**src/sv/timed_slot_table_oldest_evict_assert.svh**
```systemverilog
// Assertion macros shared by the timed slot table RTL.
// Needs a clock named clk and an active-low reset named rst_n in scope.
`ifndef TIMED_SLOT_TABLE_OLDEST_EVICT_ASSERT_SVH
`define TIMED_SLOT_TABLE_OLDEST_EVICT_ASSERT_SVH

// Checked property, switched off while reset is asserted.
`define TSOE_ASSERT(label, prop, msg) \
    label: assert property (@(posedge clk) disable iff (!rst_n) prop) else $error(msg);

// Checked property that must also hold while reset is asserted.
`define TSOE_ASSERT_ALWAYS(label, prop, msg) \
    label: assert property (@(posedge clk) prop) else $error(msg);

`endif

```
**src/sv/tsoe_pkg.sv**
```systemverilog
// Package for the timed slot table: command codes and field widths.
// No dependencies; imported by timed_slot_table_oldest_evict and its testbench.
`timescale 1ns / 1ps
`default_nettype none

package tsoe_pkg;

    // Command codes of an input transaction.
    typedef enum logic [1:0] {
        CMD_POST    = 2'd0,
        CMD_TICK    = 2'd1,
        CMD_DISMISS = 2'd2,
        CMD_NOP     = 2'd3
    } cmd_t;

    // Fixed field widths of the ports.
    localparam int unsigned TIME_W    = 32;
    localparam int unsigned TIMEOUT_W = 22;
    localparam int unsigned KIND_W    = 2;
    localparam int unsigned SLOT_W    = 2;
    localparam int unsigned MASK_W    = 4;
    localparam int unsigned COUNT_W   = 3;

    // Reset value of the timeout register, in milliseconds.
    localparam logic [TIMEOUT_W-1:0] TIMEOUT_RESET = TIMEOUT_W'(5000);

endpackage

`default_nettype wire

```
**src/sv/timed_slot_table_oldest_evict.sv**
```systemverilog
// Timed slot table with oldest-first eviction, top level.
// Depends on tsoe_pkg and on timed_slot_table_oldest_evict_assert.svh.
//
//  Channel    Handshake            Payload
//  ---------  -------------------  ---------------------------------------------
//  command    start / busy         cmd, now_ms, kind, slot_index
//  result     done (one cycle)     slot_used, evicted, expired_mask, active_count
//  config     timeout_we           timeout_ms
//
// One transaction is accepted per cycle; busy never rises.
// done is high in the cycle after the command register loads. The slot search
// (free slot priority, oldest stamp tree) sits between the command register
// and the result register.
// rst_n clears slot busy bits and all strobes, and sets timeout to TIMEOUT_RESET.
// The receiver cannot stall, so results are never held back.
`timescale 1ns / 1ps
`default_nettype none

module timed_slot_table_oldest_evict #(
    parameter int unsigned SLOTS = 4
) (
    input  wire                                  clk,
    input  wire                                  rst_n,
    // Command channel
    input  wire                                  start,
    output logic                                 busy,
    input  tsoe_pkg::cmd_t                       cmd,
    input  wire  [tsoe_pkg::TIME_W-1:0]          now_ms,
    input  wire  [tsoe_pkg::KIND_W-1:0]          kind,
    input  wire  [tsoe_pkg::SLOT_W-1:0]          slot_index,
    // Configuration
    input  wire                                  timeout_we,
    input  wire  [tsoe_pkg::TIMEOUT_W-1:0]       timeout_ms,
    // Result channel
    output logic                                 done,
    output logic [tsoe_pkg::SLOT_W-1:0]          slot_used,
    output logic                                 evicted,
    output logic [tsoe_pkg::MASK_W-1:0]          expired_mask,
    output logic [tsoe_pkg::COUNT_W-1:0]         active_count
);

    import tsoe_pkg::*;

    localparam int unsigned IDX_W  = $clog2(SLOTS);
    localparam int unsigned CNT_W  = $clog2(SLOTS + 1);
    localparam int unsigned LEAVES = 1 << IDX_W;

    // Command register.
    logic                  in_valid_reg;
    cmd_t                  cmd_reg;
    logic [TIME_W-1:0]     now_reg;
    logic [KIND_W-1:0]     kind_reg;
    logic [SLOT_W-1:0]     idx_reg;

    // Slot state and configuration.
    logic [SLOTS-1:0]      slot_busy_reg;
    logic [SLOTS-1:0]      slot_busy_next;
    logic [TIME_W-1:0]     slot_stamp_reg [SLOTS];
    logic [KIND_W-1:0]     slot_kind_reg  [SLOTS];
    logic [TIMEOUT_W-1:0]  timeout_reg;

    // Result register.
    logic                  done_reg;
    logic [SLOT_W-1:0]     slot_used_reg;
    logic [SLOT_W-1:0]     slot_used_next;
    logic                  evicted_reg;
    logic                  evicted_next;
    logic [MASK_W-1:0]     expired_reg;
    logic [MASK_W-1:0]     expired_next;
    logic [COUNT_W-1:0]    count_reg;
    logic [COUNT_W-1:0]    count_next;

    // Search results.
    logic                  free_found;
    logic [IDX_W-1:0]      free_idx;
    logic [IDX_W-1:0]      victim;
    logic [SLOTS-1:0]      expire_vec;
    logic [CNT_W-1:0]      busy_sum;

    // Min tree over stamps, heap ordered: node n combines 2n and 2n+1.
    logic [TIME_W-1:0]     tree_stamp [2*LEAVES];
    logic [IDX_W-1:0]      tree_idx   [2*LEAVES];
    logic                  tree_vld   [2*LEAVES];

    assign busy = 1'b0;

    // Command register captures every accepted transaction.
    always_ff @(posedge clk or negedge rst_n)
    begin
        if (!rst_n)
        begin
            in_valid_reg <= 1'b0;
        end
        else
        begin
            in_valid_reg <= start && !busy;
        end
    end

    always_ff @(posedge clk)
    begin
        if (start && !busy)
        begin
            cmd_reg  <= cmd;
            now_reg  <= now_ms;
            kind_reg <= kind;
            idx_reg  <= slot_index;
        end
    end

    // Lowest free slot, found by priority from the top down.
    always_comb
    begin
        free_found = 1'b0;
        free_idx   = '0;
        for (int i = SLOTS - 1; i >= 0; i--)
        begin
            if (!slot_busy_reg[i])
            begin
                free_found = 1'b1;
                free_idx   = IDX_W'(i);
            end
        end
    end

    // Oldest stamp; the right child wins only when strictly smaller, so ties
    // go to the lower index.
    always_comb
    begin
        for (int i = 0; i < LEAVES; i++)
        begin
            tree_idx[LEAVES + i] = IDX_W'(i);
            if (i < SLOTS)
            begin
                tree_stamp[LEAVES + i] = slot_stamp_reg[i];
                tree_vld[LEAVES + i]   = 1'b1;
            end
            else
            begin
                tree_stamp[LEAVES + i] = '1;
                tree_vld[LEAVES + i]   = 1'b0;
            end
        end
        tree_stamp[0] = '1;
        tree_idx[0]   = '0;
        tree_vld[0]   = 1'b0;
        for (int n = LEAVES - 1; n >= 1; n--)
        begin
            if (tree_vld[2*n+1] && (!tree_vld[2*n] || tree_stamp[2*n+1] < tree_stamp[2*n]))
            begin
                tree_stamp[n] = tree_stamp[2*n+1];
                tree_idx[n]   = tree_idx[2*n+1];
                tree_vld[n]   = 1'b1;
            end
            else
            begin
                tree_stamp[n] = tree_stamp[2*n];
                tree_idx[n]   = tree_idx[2*n];
                tree_vld[n]   = tree_vld[2*n];
            end
        end
    end

    assign victim = free_found ? free_idx : tree_idx[1];

    // Slots whose wrap-safe age has reached the timeout.
    always_comb
    begin
        for (int i = 0; i < SLOTS; i++)
        begin
            expire_vec[i] = slot_busy_reg[i]
                && ((now_reg - slot_stamp_reg[i]) >= {{(TIME_W-TIMEOUT_W){1'b0}}, timeout_reg});
        end
    end

    // Next slot state and result fields for the registered command.
    always_comb
    begin
        slot_busy_next = slot_busy_reg;
        slot_used_next = '0;
        evicted_next   = 1'b0;
        expired_next   = '0;
        if (in_valid_reg)
        begin
            unique case (cmd_reg)
                CMD_POST:
                begin
                    slot_busy_next[victim] = 1'b1;
                    slot_used_next         = SLOT_W'(victim);
                    evicted_next           = !free_found;
                end
                CMD_TICK:
                begin
                    slot_busy_next = slot_busy_reg & ~expire_vec;
                    expired_next   = MASK_W'(expire_vec);
                end
                CMD_DISMISS:
                begin
                    if (32'(idx_reg) < SLOTS)
                    begin
                        slot_busy_next[IDX_W'(idx_reg)] = 1'b0;
                    end
                end
                CMD_NOP:
                begin
                    slot_busy_next = slot_busy_reg;
                end
                default:
                begin
                    slot_busy_next = slot_busy_reg;
                end
            endcase
        end
    end

    // Population count of the busy bits after the step.
    always_comb
    begin
        busy_sum = '0;
        for (int i = 0; i < SLOTS; i++)
        begin
            busy_sum = busy_sum + CNT_W'(slot_busy_next[i]);
        end
    end

    assign count_next = COUNT_W'(busy_sum);

    // Control state: busy bits, timeout and result strobe.
    always_ff @(posedge clk or negedge rst_n)
    begin
        if (!rst_n)
        begin
            slot_busy_reg <= '0;
            timeout_reg   <= TIMEOUT_RESET;
            done_reg      <= 1'b0;
        end
        else
        begin
            slot_busy_reg <= slot_busy_next;
            done_reg      <= in_valid_reg;
            if (timeout_we)
            begin
                timeout_reg <= timeout_ms;
            end
        end
    end

    // Stamp and kind of the slot claimed by a post.
    always_ff @(posedge clk)
    begin
        if (in_valid_reg && cmd_reg == CMD_POST)
        begin
            slot_stamp_reg[victim] <= now_reg;
            slot_kind_reg[victim]  <= kind_reg;
        end
    end

    // Result register.
    always_ff @(posedge clk)
    begin
        if (in_valid_reg)
        begin
            slot_used_reg <= slot_used_next;
            evicted_reg   <= evicted_next;
            expired_reg   <= expired_next;
            count_reg     <= count_next;
        end
    end

    assign done         = done_reg;
    assign slot_used    = slot_used_reg;
    assign evicted      = evicted_reg;
    assign expired_mask = expired_reg;
    assign active_count = count_reg;

    `include "timed_slot_table_oldest_evict_assert.svh"

    // Every accepted transaction yields its result via the command register and the done register.
    `TSOE_ASSERT(a_result_latency, (start && !busy) |-> ##2 done, "late or missing result")

    // An eviction only happens when the table is full, and it stays full.
    `TSOE_ASSERT(a_evict_full, (done && evicted) |-> (&slot_busy_reg), "eviction left a free slot")

    // An expiry sweep never reports a claimed slot or an eviction.
    `TSOE_ASSERT(a_tick_clean, (done && |expired_mask) |-> !(evicted || |slot_used), "tick with post data")

    // No result strobe while reset is asserted.
    `TSOE_ASSERT_ALWAYS(a_reset_quiet, !rst_n |-> !done, "result strobe during reset")

endmodule

`default_nettype wire

```
**config.mk**
```make
export PLATFORM = sky130hd
export DESIGN_NAME = timed_slot_table_oldest_evict
export DESIGN_NICKNAME = d
export VERILOG_FILES = /design/src/sv/tsoe_pkg.sv /design/src/sv/timed_slot_table_oldest_evict.sv
export VERILOG_INCLUDE_DIRS = /design/src /design/src/sv
export SDC_FILE = /design/constraint.sdc
export NUM_CORES = 1
export LEC_CHECK = 0
export ABC_AREA = 1
export BUFFER_PORTS_ARGS = -buffer_cell sky130_fd_sc_hd__buf_2
export CAP_MARGIN = 20
export CORE_UTILIZATION = 58
export CTS_BUF_LIST = sky130_fd_sc_hd__clkbuf_16
export CTS_CLUSTER_SIZE = 30
export DETAILED_ROUTE_END_ITERATION = 16
export PLACE_DENSITY = 0.79
export SLEW_MARGIN = 10
export SYNTH_ARGS = -nofsm -noshare
export SYNTH_HDL_FRONTEND = slang
export SYNTH_SLANG_ARGS = --single-unit
```
**constraint.sdc**
```tcl
create_clock -name clk -period 5.5 [get_ports clk]
set_clock_uncertainty 0.15 [all_clocks]
set_input_delay 0 -clock clk [delete_from_list [all_inputs] [get_ports clk]]
set_output_delay 0 -clock clk [all_outputs]
set_load 0.05 [all_outputs]
```
# Word level (Yosys, flattened, before mapping)
# Memories as Yosys holds them, arrays and structs flattened.
# Cells that the tools add are included.
[totals] register_bits=74 mem_bits_rw=128 input_bits=64 output_inout_bits=12 word_cells=69 n_memories=1
[mem_list] name="slot_stamp_reg" words=4 width=32 rd=4 rd_ports_with_merged_regs=0 wr=1 line_no="timed_slot_table_oldest_evict.sv:58" text="logic [TIME_W-1:0] slot_stamp_reg [SLOTS];"
[op_classes] add_sub_neg=7 order_cmp=11 eq_ne=3 mux=22 n_bitwise=5 reduce_logical=9
[op_table] op="32-bit by 22-bit greater-or-equal comparator with 1-bit output" count=4
[op_table] op="32-bit subtractor" count=4
[op_table] op="32-bit less-than comparator" count=3
[op_table] op="32-bit 2-to-1 mux" count=2
[op_table] op="4-bit case mux with 4 select lines" count=1
[op_table] op="2-bit 2-to-1 mux" count=6
[op_table] op="1-bit 2-to-1 mux" count=10
[op_table] op="4-bit bitwise AND" count=2
[op_table] op="4-bit NOT" count=2
[op_table] op="1-bit logical AND" count=7
[op_table] op="2-bit by 3-bit less-than comparator with 1-bit output, second input constant" count=2
[op_table] op="1-bit demux with 2-bit select" count=2
[op_table] op="2-bit == test, second input constant" count=2
[op_table] op="2-bit by 1-bit greater-or-equal comparator with 1-bit output, second input constant" count=2
[op_table] op="4-bit 2-to-1 mux" count=1
[op_table] op="4-bit OR" count=1
[op_table] op="2-bit by 1-bit adder with 3-bit output" count=1
[op_table] op="3-bit by 1-bit adder with 3-bit output" count=1
[op_table] op="1-bit by 1-bit adder with 2-bit output" count=1
[op_table] op="2-bit by 1-bit == test with 1-bit output, second input constant" count=1
[op_table] op="2-bit zero test" count=1
[op_table] op="1-bit zero test" count=1

# Depth between registers and ports, before layout
# An unclocked memory read counts as a cell.
[logic_depth] depth_word=16 mapped_depth=34 mapped_depth_nobuf=34

# Worst setup path after synthesis
# OpenSTA, ideal clock, no wires.
[synth_timing] kind="flip-flop to flip-flop" start="memory slot_stamp_reg[1][31]" end="memory slot_stamp_reg[2][0], enable pin" arrival_time_ps=5317 slack_ps=-428 path_stages_with_launch=22 period_less_slack_ps=5928 cell_sequence="edfxtp_1 -> ha_1 -> nand2_1 -> nor4_2 -> and3_1 -> nand2_2 -> nand2_4 -> clkbuf_1 -> nand2_1 -> o21ai_0 -> ha_1 -> a21oi_1 -> o21ai_0 -> nand3_1 -> nand2_1 -> nand2_1 -> a21oi_1 -> a211oi_1 -> nand3_1 -> nand2_1 -> nand2_1 -> nor3_1"
[synth_lines] element="start: declaration" line_no="timed_slot_table_oldest_evict.sv:58"

# Worst setup path after layout
[layout_timing] start="register now_reg[2]" end="register count_reg[1], in the netlist active_count[1], data pin"
[layout_via] elab_cells_between_ends=19 classes_between="7 x add/sub; 4 x order compare; 2 x mux; 2 x bitwise; 4 x reduce/logical"
[layout_lines] element="start: declaration" line_no="timed_slot_table_oldest_evict.sv:51" text="logic [TIME_W-1:0] now_reg;"
[layout_lines] element="start signal: assignment" line_no="timed_slot_table_oldest_evict.sv:105" text="now_reg <= now_ms;"
[layout_lines] element="32-bit subtractor" line_no="timed_slot_table_oldest_evict.sv:172" text="&& ((now_reg - slot_stamp_reg[i]) >= {{(TIME_W-TIMEOUT_W){1'b0}}, timeout_reg});"
[layout_lines] element="32-bit by 22-bit greater-or-equal comparator with 1-bit output" line_no="timed_slot_table_oldest_evict.sv:172"
[layout_lines] element="1-bit logical AND" line_no="timed_slot_table_oldest_evict.sv:172"
[layout_lines] element="4-bit NOT" line_no="timed_slot_table_oldest_evict.sv:194" text="slot_busy_next = slot_busy_reg & ~expire_vec;"
[layout_lines] element="4-bit bitwise AND" line_no="timed_slot_table_oldest_evict.sv:194"
[layout_lines] element="4-bit case mux with 4 select lines" line_no="timed_slot_table_oldest_evict.sv:185" text="unique case (cmd_reg)"
[layout_lines] element="4-bit 2-to-1 mux" line_no="timed_slot_table_oldest_evict.sv:183" text="if (in_valid_reg)"
[layout_lines] element="via slot_busy_next[3]" line_no="timed_slot_table_oldest_evict.sv:57" text="logic [SLOTS-1:0] slot_busy_next;"
[layout_lines] element="3-bit by 1-bit adder with 3-bit output" line_no="timed_slot_table_oldest_evict.sv:222" text="busy_sum = busy_sum + CNT_W'(slot_busy_next[i]);"
[layout_lines] element="via busy_sum[1]" line_no="timed_slot_table_oldest_evict.sv:78" text="logic [CNT_W-1:0] busy_sum;"
[layout_lines] element="end signal: assignment" line_no="timed_slot_table_oldest_evict.sv:266" text="count_reg <= count_next;"
[layout_lines] element="end: declaration" line_no="timed_slot_table_oldest_evict.sv:70" text="logic [COUNT_W-1:0] count_reg;"
# The timed path passes the listed nets, and every way through them passes these cells.
# A chain may end at the register's enable or synchronous reset.

==> qor.yml <==
run_status:
  status: "complete, but fails checks"
  violations: "negative hold slack"
worst_hold_path:
  hold_class: "input pin to flop"
power:
  finalPower_uw: 5180
  p_per_area_mw_per_mm2: 236
  leakage_uw: 0.0103
  ir_worst_vdd_v: 0.000262
cts:
  cts.sinks: 202
  clk_path_buf_depth: 3
  htreeDepth: 1
  clock_latency_ps: 560
  cts_tree: "done"
  ctsRootBufferMaster: "clkbuf_16"
  cts_buffers: 24
  path_clk_slew_ps: 60
global_routing:
  overflow: 0
  antenna_found_initial: 0
  grt_usage_pct: 33.6
  grt_pass1_wl_um: 86200
  grt_pass1_vias: 16800
  grt_max_degree: 57
floorplan:
  die_area_mm2: 0.0331
  die_width_um: 182
  pin_count: 76
  core-area_mm2: 0.0317
  die_y_um: 182
  fp-row-count: 65
  start_util_pct: 59.1
timing:
  period_share_pct: 96.2
  post-route-min-period_ps: 5290
  drv_slew: 0
  hold_violations: 1
  slew_headroom_pct: 31.2
  tightest_slew_ps: 1030
  setup_viol: 0
  fmaxAchievable_mhz: 189
  fin_ws_ps: 207
  whs_ps: -2.31
  finalSetupTns_ps: 0
setup_path:
  critPathRequiredTime_ps: 5610
  cpMaxStageDelayCell: "fa_1"
  cp-end-kind: "flop"
  worstPathArrival_ps: 5400
  worstSetupPathDepth: 25
  cpMostUsedCell: "nand2_1"
  cp_top_family: "adder cells"
  cp_num_buf_inv: 1
  cp-start-kind: "flop"
  reg2reg_depth: 25
  r2r_end: "active_count[1]$_DFFE_PP_"
  rrSetupSlack_ps: 210
  endpoint: "active_count[1]$_DFFE_PP_"
  critical_path_class: "flop to flop"
  crit_fanout: 5
  cp_slowest_stage_delay_ps: 460
  r2r_start: "now_reg[2]$_DFFE_PP_"
  crit_path_start: "now_reg[2]$_DFFE_PP_"
detailed_routing:
  drtPass1Iterations: 6
  wire_per_inst_um: 18.8
  num_vias: 17500
  ant_nets: 0
  routed_wirelength_um: 56200
  viasPerCell: 5.86
  drtIter0Drc: 1697
  drc: 0
logic_synthesis:
  synth.area.top_cells: "edfxtp_1 28%, ha_1 21%, nand2_1 9.1%"
  synth_nets: 2715
  synth_top_area_share_pct: 27.9
  syn_area_per_cell_um2: 8.04
  synth.cell_area_mm2: 0.0188
  synth_cell_types: 61
  synth_top_cell_by_area: "edfxtp_1"
  synth_seq_cells: 202
  async_flop_share_pct: 13.9
  ys_seq_area_share_pct: 31.6
  synth-edff-count: 174
  syn_inst: 2334
  yosysWarnings: 0
  synth_ff_type: "edfxtp_1"
final_layout:
  nNetsFinal: 2949
  utilization_pct: 69.1
  final_cell_mix: "454 x nand2_1, 339 x inv_1, 312 x ha_1"
  n_antenna_cell: 0
  largest_reg_flops: 128
  final_cell_area_mm2: 0.0219
  area_growth_pct: 16.8
  drive_gt1_share_pct: 8.51
  final_common_cell: "nand2_1"
placed_design:
  placed_area_mm2: 0.0198
  pre_cts_slack_ps: 193
  hpwl_um: 43700
  io_buffers: 72
  place.gp.congestion: 1.01
flow_run:
  cap_violations: 0
==> cell usage after synthesis, drive strengths merged, types with 3 or more instances <==
master and instances:
a211o 3, nand3 86, a211oi 7, a21o 20, o2111ai 6, buf 3, xor2 69, nor2 172
ha 312, o21bai 3, a221oi 10, o31ai 3, fa 5, a21oi 237, inv 340, dfstp 5
o211ai 6, clkbuf 15, a31oi 19, nor3 40, nand4 39, xnor2 39, nand3b 5, nand2 469
or2 5, o21ai 185, a21boi 3, o21a 10, dfrtp 23, nor4 9, edfxtp 174
==> kinds of logic (layout without fill, tap and decap cells) <==
logic type,count (synthesis),after routing,synth area share (%)
AND/OR/NAND/NOR,828,829,18.8
AO/OA/AOI/OAI,518,518,15.9
buffers and inverters,359,609,7.20
adder cells (fa/ha/maj),317,317,21.3
flip-flops,202,202,31.6
XOR/XNOR,108,108,5.04
other,1,1,0.0200
multiplexers,1,1,0.0600
==> worst reg2reg max path, stage by stage (launching register included) <==
cell	delay [ps]
edfxtp_1	440
buf_4	190
ha_1	400
a21oi_1	230
o21ai_1	90
nor2_2	180
o21ai_4	80
a21oi_4	260
o21ai_2	140
nand2_1	90
nand2_1	80
a21oi_1	200
xnor2_1	90
ha_1	300
nand2_1	80
nor4_1	370
nand4_1	130
nand3_1	190
nand3_1	100
nand2_1	70
nand2_1	50
nand2_1	80
nand2_1	80
fa_1	460
ha_1	210
ha_1	260
==> per-layer routing <==
metal	GRT usage, %	vias to the layer above	share of wire, %
met3	3.09	95	7.9
met1	45.7	8177	43
met2	55.9	698	46
met5	0	-	0
li1	-	8523	-
met4	11.5	0	3.0
==> power breakdown <==
part	switching [uW]	internal [uW]
clock	655	888
sequential	93.2	1770
combinational	1090	684
==> repair_timing <==
action                                  in CTS  in global routing
buffers inserted                             0                 10
endpoints found under the hold margin       86                  0
gates resized for setup                      0                 15
hold buffers                               120                  0
endpoints found under the setup margin       0                  3
==> cell type report <==
type | count | area [um^2]
clock buffers | 24 | 601
multi-input cells | 1774 | 11600
well taps | 402 | 503
inverters | 341 | 1280
repair buffers | 225 | 1860
clock inverters | 19 | 155
flip-flops and latches | 202 | 5930
fillers | 2510 | 9800
==> how the worst min path moves through the flow <==
| stage | cells after the start | to | slack [ps] | start |
|---|---|---|---|---|
| 2_1_floorplan | 0 | done$_DFF_PN0_ | -450 | rst_n |
| 3_3_place_gp | 1 | timeout_reg[1]$_DFFE_PN0P_ | -100 | rst_n |
| 3_5_place_dp | 1 | timeout_reg[1]$_DFFE_PN0P_ | -90 | rst_n |
| 4_1_cts | 1 | in_valid_reg$_DFF_PN0_ | 10 | start |
| 5_1_grt | 1 | in_valid_reg$_DFF_PN0_ | 40 | start |
| 6_report | 1 | in_valid_reg$_DFF_PN0_ | -2 | start |
==> stage by stage <==
step	cells	hold WS [ps]
6_report	2987	-2.31
5_1_grt	2987	35.7
2_1_floorplan	2334	-446
4_1_cts	2976	13.2
3_3_place_gp	2813	-97.5
3_5_place_dp	2813	-89.6
Power figures use the tool's default switching activity.
